### src/design/gdr_pkg.sv
// Shared types and constants of the grid DDA wall raycaster.
// Depends on nothing; gdr_div and the raycaster import it.
package gdr_pkg;

  localparam int MAP_SIZE_DEF      = 32;
  localparam int SCREEN_WIDTH_DEF  = 320;
  localparam int SCREEN_HEIGHT_DEF = 240;
  localparam int TEX_SIZE_DEF      = 64;

  localparam int CFG_IW = 3;
  localparam int CFG_DW = 21;
  localparam int DIV_W  = 32;

  localparam logic [31:0] DIST_MAX   = 32'hFFFF_FFFF;
  localparam logic [31:0] RECIP_NUM  = 32'h4000_0000;
  localparam logic [15:0] LH_MAX     = 16'hFFFF;
  localparam logic [21:0] TEXV_MAX   = 22'h3F_FFFF;

  localparam logic [20:0] POS_X_RST   = 21'd1441792;
  localparam logic [20:0] POS_Y_RST   = 21'd786432;
  localparam logic [15:0] DIR_X_RST   = 16'hC000;
  localparam logic [15:0] DIR_Y_RST   = 16'h0000;
  localparam logic [15:0] PLANE_X_RST = 16'h0000;
  localparam logic [15:0] PLANE_Y_RST = 16'd10813;

  typedef enum logic [CFG_IW-1:0] {
    CFG_POS_X, CFG_POS_Y, CFG_DIR_X, CFG_DIR_Y, CFG_PLANE_X, CFG_PLANE_Y
  } cfg_idx_t;

  typedef enum logic {
    FUNC_WRITE = 1'b0,
    FUNC_CAST  = 1'b1
  } func_t;

  typedef enum logic [4:0] {
    ST_IDLE, ST_CAM_MUL, ST_RAY_MUL, ST_RAY_ADD, ST_DX_DIV, ST_DY_DIV,
    ST_SIDE_MUL, ST_SIDE_SET, ST_STEP, ST_READ, ST_PERP, ST_LH_DIV,
    ST_SPAN, ST_TEX, ST_TSTEP_DIV, ST_TS_MUL, ST_OUT
  } gdr_state_t;

  typedef struct packed {
    logic       func;
    logic [4:0] cell_x;
    logic [4:0] cell_y;
    logic [3:0] cell_value;
    logic [8:0] column;
  } in_req_t;

  typedef struct packed {
    logic [8:0]  out_column;
    logic [4:0]  hit_x;
    logic [4:0]  hit_y;
    logic [3:0]  wall_texture;
    logic        hit_side;
    logic [7:0]  span_start;
    logic [7:0]  span_end;
    logic [5:0]  tex_column;
    logic [21:0] tex_step;
    logic [21:0] tex_start;
    logic        no_hit;
  } out_rsp_t;

  typedef struct packed {
    logic busy;
    logic done;
  } div_stat_t;

endpackage

### src/design/gdr_div.sv
// Radix-2 restoring unsigned divider, one quotient bit per cycle.
// Depends on gdr_pkg (status struct).
module gdr_div #(
  parameter int W = gdr_pkg::DIV_W
) (
  input  logic                clk,
  input  logic                rst_n,
  input  logic                start,
  input  logic [W-1:0]        num,
  input  logic [W-1:0]        den,
  output gdr_pkg::div_stat_t  stat,
  output logic [W-1:0]        quot
);
  import gdr_pkg::*;

  localparam int CW = $clog2(W);

  logic            busy_r, done_r;
  logic [CW-1:0]   cnt_r;
  logic [W:0]      rem_r;
  logic [W-1:0]    q_r, den_r;
  logic [W:0]      rem_sh;
  logic            ge;

  assign rem_sh = {rem_r[W-1:0], q_r[W-1]};
  assign ge     = rem_sh >= {1'b0, den_r};

  always_ff @(posedge clk) begin
    if (!rst_n) begin
      busy_r <= 1'b0;
      done_r <= 1'b0;
      cnt_r  <= '0;
    end else begin
      done_r <= 1'b0;
      if (start) begin
        busy_r <= 1'b1;
        cnt_r  <= CW'(W - 1);
      end else if (busy_r) begin
        cnt_r <= cnt_r - 1'b1;
        if (cnt_r == '0) begin
          busy_r <= 1'b0;
          done_r <= 1'b1;
        end
      end
    end
  end

  always_ff @(posedge clk) begin
    if (start) begin
      rem_r <= '0;
      q_r   <= num;
      den_r <= den;
    end else if (busy_r) begin
      rem_r <= ge ? rem_sh - {1'b0, den_r} : rem_sh;
      q_r   <= {q_r[W-2:0], ge};
    end
  end

  assign stat.busy = busy_r;
  assign stat.done = done_r;
  assign quot      = q_r;
endmodule

### config.mk
export PLATFORM = sky130hd
export DESIGN_NAME = gdr_div
export DESIGN_NICKNAME = d
export VERILOG_FILES = /design/src/design/gdr_pkg.sv /design/src/design/gdr_div.sv
export SDC_FILE = /design/constraint.sdc
export NUM_CORES = 1
export LEC_CHECK = 0
export ABC_AREA = 1
export BUFFER_PORTS_ARGS = -buffer_cell sky130_fd_sc_hd__buf_2
export CORE_UTILIZATION = 45
export DETAILED_ROUTE_END_ITERATION = 10
export GPL_TIMING_DRIVEN = 0
export HOLD_SLACK_MARGIN = 0.12
export PLACE_DENSITY = 0.65
export SLEW_MARGIN = 30
export SYNTH_ARGS = -nofsm -noshare
export SYNTH_HDL_FRONTEND = slang
export SYNTH_SLANG_ARGS = --single-unit
### constraint.sdc
create_clock -name clk -period 3.16 [get_ports clk]
set_input_delay 0.316 -clock clk [delete_from_list [all_inputs] [get_ports clk]]
set_output_delay 0.316 -clock clk [all_outputs]
set_load 0.02 [all_outputs]
==> impl_results.md, run 1 <==
- Yosys synthesis warning count: 0
- I/O Pins: 101
- Post-Syn Area per Cell: 6.97 µm²
- Number of hold violations in the final report: 0
- Count of unresolved DRC violations after routing: 0
- TritonCTS clock tree: yes
- Fraction of the cycle the final worst path needs: 75.8%
- Ys flop type: sky130_fd_sc_hd__edfxtp_1
- Cts repair resizes: 0
- Total power: 0.00329 W
- WP data arrival: 2.65 ns
- Max Fclk: 417 MHz
- Run status: completed
- Clock root buffer: sky130_fd_sc_hd__clkbuf_16
- Cells on Worst Hold Path: 1
- Clock network latency to the later pin of the worst-skew pair: 0.37 ns
- Fraction of registers with async set/reset: 0%
- Wire length reported by the detailed router: 16,800 µm
- Commonest cells post-synth: sky130_fd_sc_hd__nand2_1 (387), sky130_fd_sc_hd__inv_1 (174), sky130_fd_sc_hd__nand3_1 (74), sky130_fd_sc_hd__edfxtp_1 (64), sky130_fd_sc_hd__nor2_1 (46)
- Transition time at the pin with the least slew margin: 0.805 ns
- Number of different library cells in the post-synthesis netlist: 35
- Area grow syn2layout: 19.0%
- Post-CTS setup buffer count: 0
- Category of the most critical setup path: flop to flop
- Avg WL per Cell: 13.0 µm
- Fraction of the yosys area taken by sequential cells: 40.3%
- Aggregate global-route resource usage: 23.7%
- Most area-hungry cell type in the Yosys netlist: sky130_fd_sc_hd__edfxtp_1
- Total count of max-transition violations in the final report: 0
- Critical-path maximum fanout: 10
- Clk_skew: 0.0129 ns
- # Max-Cap Violations: 0
- Maximum VDD drop: 0.395 mV
- Flop and latch count out of synthesis: 103
- Most frequent cell after synthesis: sky130_fd_sc_hd__nand2_1
- Number of nets produced by synthesis: 1,064
- Wire length of the first global-routing pass: 27,900 µm
- Fraction of final layout cells sized beyond drive strength 1: 13.4%
- Vias per Instance: 4.74
- Setup violations, final: 0
- # nets final: 1,197
- Routability-driven placement congestion ratio: 0.971
- Worst Hold Slack: 0.131 ns
- Static Leak: 4.31 nW
- Largest net degree at the start of global routing: 42
- Clock-pin slew of the registers on the worst-case setup and hold paths: 0.08 ns
- Power density cells: 412 mW/mm²
- CTS H-tree lvls: 3
- Period minus WS final: 2.40 ns
- Setup repair after global routing missed its margin: no
- Synthesized cell area: 0.00670 mm²
- CTS max path bufs: 2
- Estimated wirelength of the detail-placed design: 12,900 µm
- Headroom to the max-slew limit: 46.3%
- Total number of clock tree sinks: 103
- Worst setup EP type: flop
- # fillers: 1,519
- Number of nets with antenna violations after detailed routing: 0
- Worst min-delay path category: primary input to flop
- Required time worst endpoint: 3.42 ns
- Type of element launching the critical path: flop
- Hold_buf cts: 17
- Fraction of post-synthesis cell area in the top cell type by area: 28.7%
- Post-synthesis cell count: 962
- Antenna violations before repair: 0
- Leading cell types by total area after synthesis: sky130_fd_sc_hd__edfxtp_1 (29%), sky130_fd_sc_hd__nand2_1 (22%), sky130_fd_sc_hd__dfxtp_1 (12%)
- Die extent in x: 124 µm
- Iteration count of the initial detailed-routing pass: 5
- Die H: 124 µm
- Core ar.: 0.0145 mm²
- Total congestion overflow: 0
- Vias in the first global route: 5,899
- Effective utilization at floorplan: 46.1%
- Cell count of the worst reg-to-reg path: 13
- Count of inserted antenna diode cells: 0
- Number of I/O port buffers: 100
- FP Rows: 44
- Initial detailed-routing violation count: 412
- Vias after detailed routing: 6,089
- Die Area: 0.0154 mm²
- Number of buffers created by CTS: 9
- Final core occ: 54.9%
- Number of enable flip-flop cells after synthesis: 64
-- logic make-up after synthesis --
| family | share of synthesized area (%) |
|---|---|
| compound gates | 4.65 |
| xor+xnor | 1.83 |
| fa+ha+maj | 6.65 |
| buf+inv | 11.9 |
| flops | 40.3 |
| simple gates | 34.6 |
-- registers in the layout, indices dropped and copies added, names as in the netlist --
signal	flops
den_r	32
done_r	1
cnt_r	5
busy_r	1
rem_r	32
quot	32
-- final timing paths --
path                            slack, ns                     end                   start
worst max-delay path                 0.76  rem_r[22]$_SDFFE_PP0P_     den_r[21]$_DFFE_PP_
worst max register to register       0.76  rem_r[22]$_SDFFE_PP0P_     den_r[21]$_DFFE_PP_
worst min register to register       0.48  rem_r[24]$_SDFFE_PP0P_  rem_r[24]$_SDFFE_PP0P_
worst min-delay path                 0.13     den_r[29]$_DFFE_PP_                 den[29]
-- layout by cell type (no fill, tap or decap), drive strengths merged, types with 4 or more instances in the layout --
cell type,n
xnor2,13
nand3,75
dlygate4sd3,22
inv,179
nand3b,20
o21ai,23
nor2,50
buf,114
ha,34
dfxtp,39
nor3,7
nand2,394
edfxtp,64
clkbuf,19
o21bai,4
a21oi,24
-- layer usage --
| layer | global-route usage, % | share of wire [%] |
|---|---|---|
| met5 | 0 | 0 |
| met4 | 6.77 | 1.7 |
| met3 | 5.17 | 5.5 |
| met2 | 39.0 | 45 |
| met1 | 31.3 | 48 |
-- power breakdown --
| part | internal (W) | leakage [nW] | switching, W | total (W) |
|---|---|---|---|---|
| clock | 0.000641 | 0.157 | 0.000583 | 0.00122 |
| combinational | 0.000181 | 3.19 | 0.000313 | 0.000494 |
| sequential | 0.00153 | 0.957 | 0.0000391 | 0.00157 |
-- through the flow --
stage                     setup WS (ns)  cell area (µm²)  setup TNS (ns)  instances
after CTS                         0.771             7930               0       1279
final                             0.764             7980               0       1284
after global placement           -0.674             7430          -26.38       1246
after global routing              0.594             7980               0       1284
after detailed placement          0.481             7440               0       1246
after floorplan                   0.858             6700               0        962
-- final cells by class --
class / count / area, µm² / share of cell area, %
multi-input cells: 659 / 3200 / 40.1
flip-flops and latches: 103 / 2700 / 33.9
repair buffers: 122 / 721 / 9.04
inverters: 176 / 661 / 8.28
well taps: 184 / 230 / 2.89
clock buffers: 9 / 225 / 2.82
plain buffers: 24 / 143 / 1.79
clock inverters: 7 / 95.1 / 1.19
-- critical path: stages, from the launching register on --
cell	delay (ns)
sky130_fd_sc_hd__edfxtp_1	0.36
sky130_fd_sc_hd__inv_1	0.08
sky130_fd_sc_hd__ha_1	0.28
sky130_fd_sc_hd__nand2_1	0.19
sky130_fd_sc_hd__nor2_2	0.08
sky130_fd_sc_hd__nand2_1	0.09
sky130_fd_sc_hd__nor2_2	0.06
sky130_fd_sc_hd__nand2_1	0.11
sky130_fd_sc_hd__nand2_1	0.11
sky130_fd_sc_hd__a21oi_4	0.30
sky130_fd_sc_hd__buf_2	0.30
sky130_fd_sc_hd__nand3b_1	0.17
sky130_fd_sc_hd__nand3_1	0.12
sky130_fd_sc_hd__nand2_1	0.05
Power figures use the tool's default switching activity.
==> run 2, diff against run 1 <==
--- a/config.mk
+++ b/config.mk
@@ -5,13 +5,13 @@
 export SDC_FILE = /design/constraint.sdc
 export NUM_CORES = 1
 export LEC_CHECK = 0
-export ABC_AREA = 1
+export ABC_AREA = 0
 export BUFFER_PORTS_ARGS = -buffer_cell sky130_fd_sc_hd__buf_2
 export CORE_UTILIZATION = 45
 export DETAILED_ROUTE_END_ITERATION = 10
 export GPL_TIMING_DRIVEN = 0
 export HOLD_SLACK_MARGIN = 0.12
-export PLACE_DENSITY = 0.65
+export PLACE_DENSITY = 0.66
 export SLEW_MARGIN = 30
 export SYNTH_ARGS = -nofsm -noshare
 export SYNTH_HDL_FRONTEND = slang
==> constraint.sdc (replaced) <==
create_clock -name clk -period 2.48 [get_ports clk]
set_input_delay 0.248 -clock clk [delete_from_list [all_inputs] [get_ports clk]]
set_output_delay 0.248 -clock clk [all_outputs]
set_load 0.02 [all_outputs]
==> run 2 against run 1 <==
Against the previous run: the run now ends with setup timing left; critical endpoint is now rem_r[29]$_SDFFE_PP0P_; global-route usage rose by 1.2 points; largest power group unchanged; via count fell by 9.8%; cell count fell by 25%; worst hold slack improved by 0.047 ns; wire length rose by 3.8%.
==> impl_results.md, run 2 <==
- Maximum VDD drop: 0.417 mV
- Commonest cells post-synth: sky130_fd_sc_hd__edfxtp_1 (64), sky130_fd_sc_hd__nand2_1 (62), sky130_fd_sc_hd__nor2_1 (47), sky130_fd_sc_hd__inv_1 (43), sky130_fd_sc_hd__a21oi_1 (42)
- Die H: 117 µm
- Setup WS post-layout: -0.304 ns
- Clock network latency to the later pin of the worst-skew pair: 0.37 ns
- Cell area after layout: 0.00826 mm²
- Routability-driven placement congestion ratio: 0.922
- Wire length of the first global-routing pass: 25,300 µm
- Peak per-stage delay on the critical path: 0.56 ns
- Post-synthesis cell count: 615
- DRT met1 WL: 7470 µm
- Fraction of post-synthesis cell area in the top cell type by area: 32.1%
- Number of hold violations in the final report: 0
- WP data arrival: 3.08 ns
- Headroom to the max-slew limit: 45.4%
- CTS max path bufs: 2
- Setup repair after global routing missed its margin: yes
- Worst min-delay path category: primary input to flop
- Violations in the final reports: setup timing
- Leading cell types by total area after synthesis: sky130_fd_sc_hd__edfxtp_1 (32%), sky130_fd_sc_hd__dfxtp_1 (13%), sky130_fd_sc_hd__ha_1 (7.1%)
- Cell with the largest stage delay on the worst path: sky130_fd_sc_hd__or4_1
- Iteration count of the initial detailed-routing pass: 5
- Critical-path maximum fanout: 5
- Detail Route met2 WL: 8140 µm
- Number of buffers created by CTS: 9
- Run status: complete, but fails checks
- Fraction of final layout cells sized beyond drive strength 1: 36.8%
- Clock-pin slew of the registers on the worst-case setup and hold paths: 0.08 ns
- Transition time at the pin with the least slew margin: 0.819 ns
- I/O Pins: 101
- Number of different library cells in the post-synthesis netlist: 61
- Avg WL per Cell: 18.0 µm
- Area grow syn2layout: 38.1%
- Number of enable flip-flop cells after synthesis: 64
- Instance area after placement: 0.00681 mm²
- Post-synthesis share of cell area spent on full adders, half adders and majority gates: 7.45%
- Aggregate global-route resource usage: 25.0%
- Estimated wirelength of the detail-placed design: 11,000 µm
- Worst setup EP type: flop
- Most area-hungry cell type in the Yosys netlist: sky130_fd_sc_hd__edfxtp_1
- Largest family of logic cells by synthesized area: compound AO/OA/AOI/OAI gates
- Core ar.: 0.0128 mm²
- FP Rows: 41
- Count of unresolved DRC violations after routing: 0
- Vias per Instance: 5.69
- Simple-gate share of the synthesized area: 15.1%
- TritonCTS clock tree: yes
- Wire length reported by the detailed router: 17,400 µm
- Largest net degree at the start of global routing: 36
- Fraction of registers with async set/reset: 0%
- Synthesized cell area: 0.00598 mm²
- Amount of wire on met3 after detailed routing: 1070 µm
- Required time worst endpoint: 2.78 ns
- Worst Hold Slack: 0.178 ns
- Sequential Area: 0.00270 mm²
- Number of nets with antenna violations after detailed routing: 0
- Effective utilization at floorplan: 46.8%
- Type of element launching the critical path: flop
- Most frequent cells in the layout: sky130_fd_sc_hd__buf_2 (100), sky130_fd_sc_hd__edfxtp_1 (64), sky130_fd_sc_hd__nand2_1 (52)
- Footprint of the multi-input gates: 0.00354 mm²
- # Max-Cap Violations: 0
- Most frequent cell after synthesis: sky130_fd_sc_hd__edfxtp_1
- Antenna violations before repair: 0
- Power density cells: 560 mW/mm²
- # fillers: 1,026
- Fraction of the cycle the final worst path needs: 112%
- Portion of netlist area occupied by mux cells: 6.53%
- Fraction of the yosys area taken by sequential cells: 45.2%
- Parity-gate share of the synthesized area counting xor and xnor cells: 4.10%
- Count of inserted antenna diode cells: 0
- Launch point of the worst reg-to-reg path: den_r[22]$_DFFE_PP_
- Final core occ: 64.7%
- Die extent in x: 117 µm
- # nets final: 891
- Total number of clock tree sinks: 103
- Source of the worst hold timing path: num[14]
- Number of nets produced by synthesis: 717
- Flop and latch count out of synthesis: 103
- CTS H-tree lvls: 3
- Period minus WS final: 2.78 ns
- Clk_skew: 0.0217 ns
- Vias in the first global route: 5,066
- Die Area: 0.0138 mm²
- Total count of max-transition violations in the final report: 0
- Total congestion overflow: 0
- Max Fclk: 359 MHz
- Vias after detailed routing: 5,494
- Static Leak: 3.35 nW
- Clock root buffer: sky130_fd_sc_hd__clkbuf_16
- Category of the most critical setup path: flop to flop
- Number of I/O port buffers: 100
- Setup violations, final: 33
- Ys flop type: sky130_fd_sc_hd__edfxtp_1
- Area fraction in compound gates after synthesis: 16.4%
- Sequence of cells on the critical path: inv_2, ha_4, nand2_4, or3_4, nor3_2, o21ai_2, and3b_2, o31a_1, or4_1, o21ai_1
- Yosys synthesis warning count: 0
- Most frequent standard cell in the layout excluding fill and tap cells: sky130_fd_sc_hd__buf_2
- Top Layer Used: met4
- Post-Syn Area per Cell: 9.73 µm²
- Launch point of the critical path: den_r[22]$_DFFE_PP_
- Initial detailed-routing violation count: 405
run 2: changes by cell type after synthesis, moves of 19 or more:
cell	previous run	this run
sky130_fd_sc_hd__inv_1	174	43
sky130_fd_sc_hd__a21oi_1	23	42
sky130_fd_sc_hd__nand2_1	387	62
sky130_fd_sc_hd__nand3_1	74	27
sky130_fd_sc_hd__nand3b_1	20	0
sky130_fd_sc_hd__mux2_2	0	32
run 2: kinds of logic after synthesis:
group	after synthesis
flip-flops	103
AND/OR/NAND/NOR	191
buffers and inverters	79
XOR/XNOR	28
AO/OA/AOI/OAI	144
adder cells (fa/ha/maj)	35
multiplexers	35
run 2: what timing repair did:
item	4_1_cts	5_1_grt
cloned	2	2
setup buffers	24	14
pin swaps	17	13
endpoints found under the hold margin	32	0
setup endpoints to repair	65	65
resized for setup	65	59
hold buffers	32	0
run 2: path summary, 6_finish.rpt:
kind | endpoint | slack, ns | depth (start not counted)
worst min-delay path | quot[14]$_DFFE_PP_ | 0.18 | 2
worst min register to register | rem_r[11]$_SDFFE_PP0P_ | 0.51 | 2
worst max register to register | rem_r[29]$_SDFFE_PP0P_ | -0.30 | 10
worst max-delay path | rem_r[29]$_SDFFE_PP0P_ | -0.30 | 10
run 2: routing by layer:
metal  vias up  track usage (%)
met5         -                0
met4         0             11.9
met3        49             4.94
met2       220             40.7
met1      2637             31.9
li1       2588                -
run 2: cell type report:
| class | instances | area share, % |
|---|---|---|
| multi-input cells | 433 | 42.8 |
| flip-flops and latches | 103 | 32.7 |
| inverters | 43 | 1.98 |
| plain buffers | 25 | 1.91 |
| clock inverters | 7 | 1.00 |
| clock buffers | 9 | 2.73 |
| well taps | 172 | 2.61 |
| repair buffers | 174 | 14.2 |
run 2: stage by stage:
step	setup TNS [ns]	setup slack (ns)	instances	power, W
6_report	-6.58	-0.304	966	0.00463
3_3_place_gp	-36.65	-0.711	887	0.00293
4_1_cts	-4.66	-0.207	957	0.00456
3_5_place_dp	-31.66	-0.529	887	0.00295
5_1_grt	-10.54	-0.393	966	0.00482
2_1_floorplan	-0.176	-0.0198	615	0.00268
run 2: critical path: cells and delay by family, from the launching register on:
family          cells  cell delay [ns]
fa+ha+maj           1             0.30
compound gates      3             0.61
flops               1             0.35
buf+inv             1             0.05
simple gates        5             1.41
run 2: where the power goes:
part	switching, W	internal (W)
Combinational	0.000624	0.000497
Clock	0.000740	0.000724
Sequential	0.0000750	0.00197
Total	0.00144	0.00319
==> run 3, diff against run 2 <==
--- a/config.mk
+++ b/config.mk
@@ -12,6 +12,7 @@
 export GPL_TIMING_DRIVEN = 0
 export HOLD_SLACK_MARGIN = 0.12
 export PLACE_DENSITY = 0.66
+export RECOVER_POWER = 25
 export SLEW_MARGIN = 30
 export SYNTH_ARGS = -nofsm -noshare
 export SYNTH_HDL_FRONTEND = slang
==> constraint.sdc (replaced) <==
create_clock -name clk -period 3.33 [get_ports clk]
set_input_delay 0.333 -clock clk [delete_from_list [all_inputs] [get_ports clk]]
set_output_delay 0.333 -clock clk [all_outputs]
set_load 0.02 [all_outputs]
==> run 3 against run 2 <==
Against the previous run: the run now ends clean; non-clock buffer count shrank 65; power down 31%; register-to-register slack better by 0.44 ns; combinational power is 43% lower; core utilization shrank 9.9 points; via count fell by 8.2%; critical path depth rose by 2; clock skew is 0.0098 ns lower; largest cell class unchanged; highest routed layer unchanged.
==> impl_results.md, run 3 (synthesized netlist as in run 2, its figures left out) <==
- NetSw: 0.000949 W
- # nets final: 826
- Antenna violations before repair: 0
- Static Leak: 2.96 nW
- Category of the most critical setup path: flop to flop
- Initial detailed-routing violation count: 360
- Net switching fraction of the power: 29.8%
- Area grow syn2layout: 16.9%
- Setup TNS after final layout: 0 ns
- Worst setup EP type: flop
- Clock-pin slew of the registers on the worst-case setup and hold paths: 0.07 ns
- Die Area: 0.0138 mm²
- Number of nets with antenna violations after detailed routing: 0
- Maximum VDD drop: 0.309 mV
- Hold_buf cts: 0
- Number of hold violations in the final report: 0
- Setup violations, final: 0
- Type of element launching the critical path: flop
- Routability-driven placement congestion ratio: 0.949
- Core ar.: 0.0128 mm²
- Effective utilization at floorplan: 46.8%
- Combinational share of power: 20.1%
- CTS H-tree lvls: 3
- Required time worst endpoint: 3.60 ns
- CTS max path bufs: 2
- Most frequent cells in the layout: sky130_fd_sc_hd__buf_2 (106), sky130_fd_sc_hd__edfxtp_1 (64), sky130_fd_sc_hd__nand2_1 (62)
- Vias per Instance: 5.60
- I/O Pins: 101
- Fraction of the cycle the final worst path needs: 95.8%
- Estimated wirelength of the detail-placed design: 11,200 µm
- Worst min-delay path category: primary input to flop
- Vias after detailed routing: 5,043
- Total number of clock tree sinks: 103
- Critical-path maximum fanout: 10
- Cell with the largest stage delay on the worst path: sky130_fd_sc_hd__o31ai_4
- WP data arrival: 3.46 ns
- Iteration count of the initial detailed-routing pass: 5
- Proportion of power drawn by the clock network: 32.2%
- Setup repair after global routing missed its margin: yes
- Wire length reported by the detailed router: 15,300 µm
- Final core occ: 54.8%
- Instance area after placement: 0.00670 mm²
- Cell area after layout: 0.00699 mm²
- FP Rows: 41
- Aggregate global-route resource usage: 23.8%
- Clock root buffer: sky130_fd_sc_hd__clkbuf_16
- # Max-Cap Violations: 0
- Count of inserted antenna diode cells: 0
- Vias in the first global route: 5,087
- Wire length of the first global-routing pass: 24,700 µm
- Headroom to the max-slew limit: 44.4%
- Die H: 117 µm
- Transition time at the pin with the least slew margin: 0.828 ns
- Fraction of final layout cells sized beyond drive strength 1: 22.9%
- Largest net degree at the start of global routing: 36
- Clk_skew: 0.0118 ns
- Max Fclk: 314 MHz
- Die extent in x: 117 µm
- Period minus WS final: 3.19 ns
- Total count of max-transition violations in the final report: 0
- Clock network latency to the later pin of the worst-skew pair: 0.36 ns
- Number of I/O port buffers: 100
- Internal power: 0.00223 W
- Total congestion overflow: 0
- Peak per-stage delay on the critical path: 0.41 ns
- Post-CTS setup buffer count: 0
- Avg WL per Cell: 17.0 µm
- Count of unresolved DRC violations after routing: 0
- Power density cells: 455 mW/mm²
- TritonCTS clock tree: yes
- Number of buffers created by CTS: 9
- Sequential group share of total power: 47.6%
- Sequence of cells on the critical path: inv_1, ha_1, clkbuf_1, nand3_1, or3_4, nor3_1, o21ai_1, and3b_1, o31ai_4, clkbuf_4, nand2_1, o31ai_1
- Run status: completed
- Most frequent standard cell in the layout excluding fill and tap cells: sky130_fd_sc_hd__buf_2
-- run 3: cell count changes in the layout (fill, tap and decap cells not counted), sizes merged --
cell         change
clkbuf           +6
dlygate4sd3     -32
clkinvlp         -1
buf             -38
-- run 3: what timing repair did --
action / 4_1_cts / 5_1_grt
gates resized for setup: 0 / 9
endpoints found under the setup margin: 1 / 29
gates cloned: 0 / 0
-- run 3: metrics by stage --
stage	instances	hold WS, ns	total power, W	setup WS, ns
floorplan	615	0.432	0.00197	0.646
detailed placement	887	0.495	0.00218	-0.00171
CTS	903	0.132	0.00320	-0.0136
global route	901	0.132	0.00333	-0.0347
finish	901	0.143	0.00318	0.141
global placement	887	0.472	0.00216	0.00306
-- run 3: area by class of cell --
type	instances	area, µm²
clock inverters	6	50.0
well taps	172	215
repair buffers	100	500
fillers	1168	5780
clock buffers	10	229
flip-flops and latches	103	2700
plain buffers	34	155
inverters	43	161
multi-input cells	433	2980
-- run 3: metal layers --
| layer | track usage, % | vias to the layer above | wire (µm) |
|---|---|---|---|
| met4 | 10.8 | 0 | 380 |
| met5 | 0 | - | 0 |
| li1 | - | 2470 | - |
| met3 | 6.33 | 29 | 1110 |
| met2 | 38.9 | 197 | 7010 |
| met1 | 29.5 | 2347 | 6800 |
-- run 3: power groups by stage --
stage | clock (W) | sequential [W] | combinational (W)
detailed placement | 0 | 0.00154 | 0.000634
CTS | 0.00105 | 0.00152 | 0.000634
floorplan | 0 | 0.00158 | 0.000390
global placement | 0 | 0.00154 | 0.000619
finish | 0.00103 | 0.00152 | 0.000640
global route | 0.00110 | 0.00153 | 0.000704
-- run 3: critical path, delay by kind of cell, from the launching register on --
family          cells  cell delay [ns]
compound gates      3             0.79
fa+ha+maj           1             0.25
buf+inv             3             0.67
flops               1             0.32
simple gates        5             1.08
-- run 3: final timing paths --
check | start | depth (start not counted) | endpoint | slack (ns)
min reg2reg | rem_r[18]$_SDFFE_PP0P_ | 2 | rem_r[19]$_SDFFE_PP0P_ | 0.51
min | den[8] | 1 | den_r[8]$_DFFE_PP_ | 0.14
max | den_r[23]$_DFFE_PP_ | 12 | rem_r[30]$_SDFFE_PP0P_ | 0.14
max reg2reg | den_r[23]$_DFFE_PP_ | 12 | rem_r[30]$_SDFFE_PP0P_ | 0.14
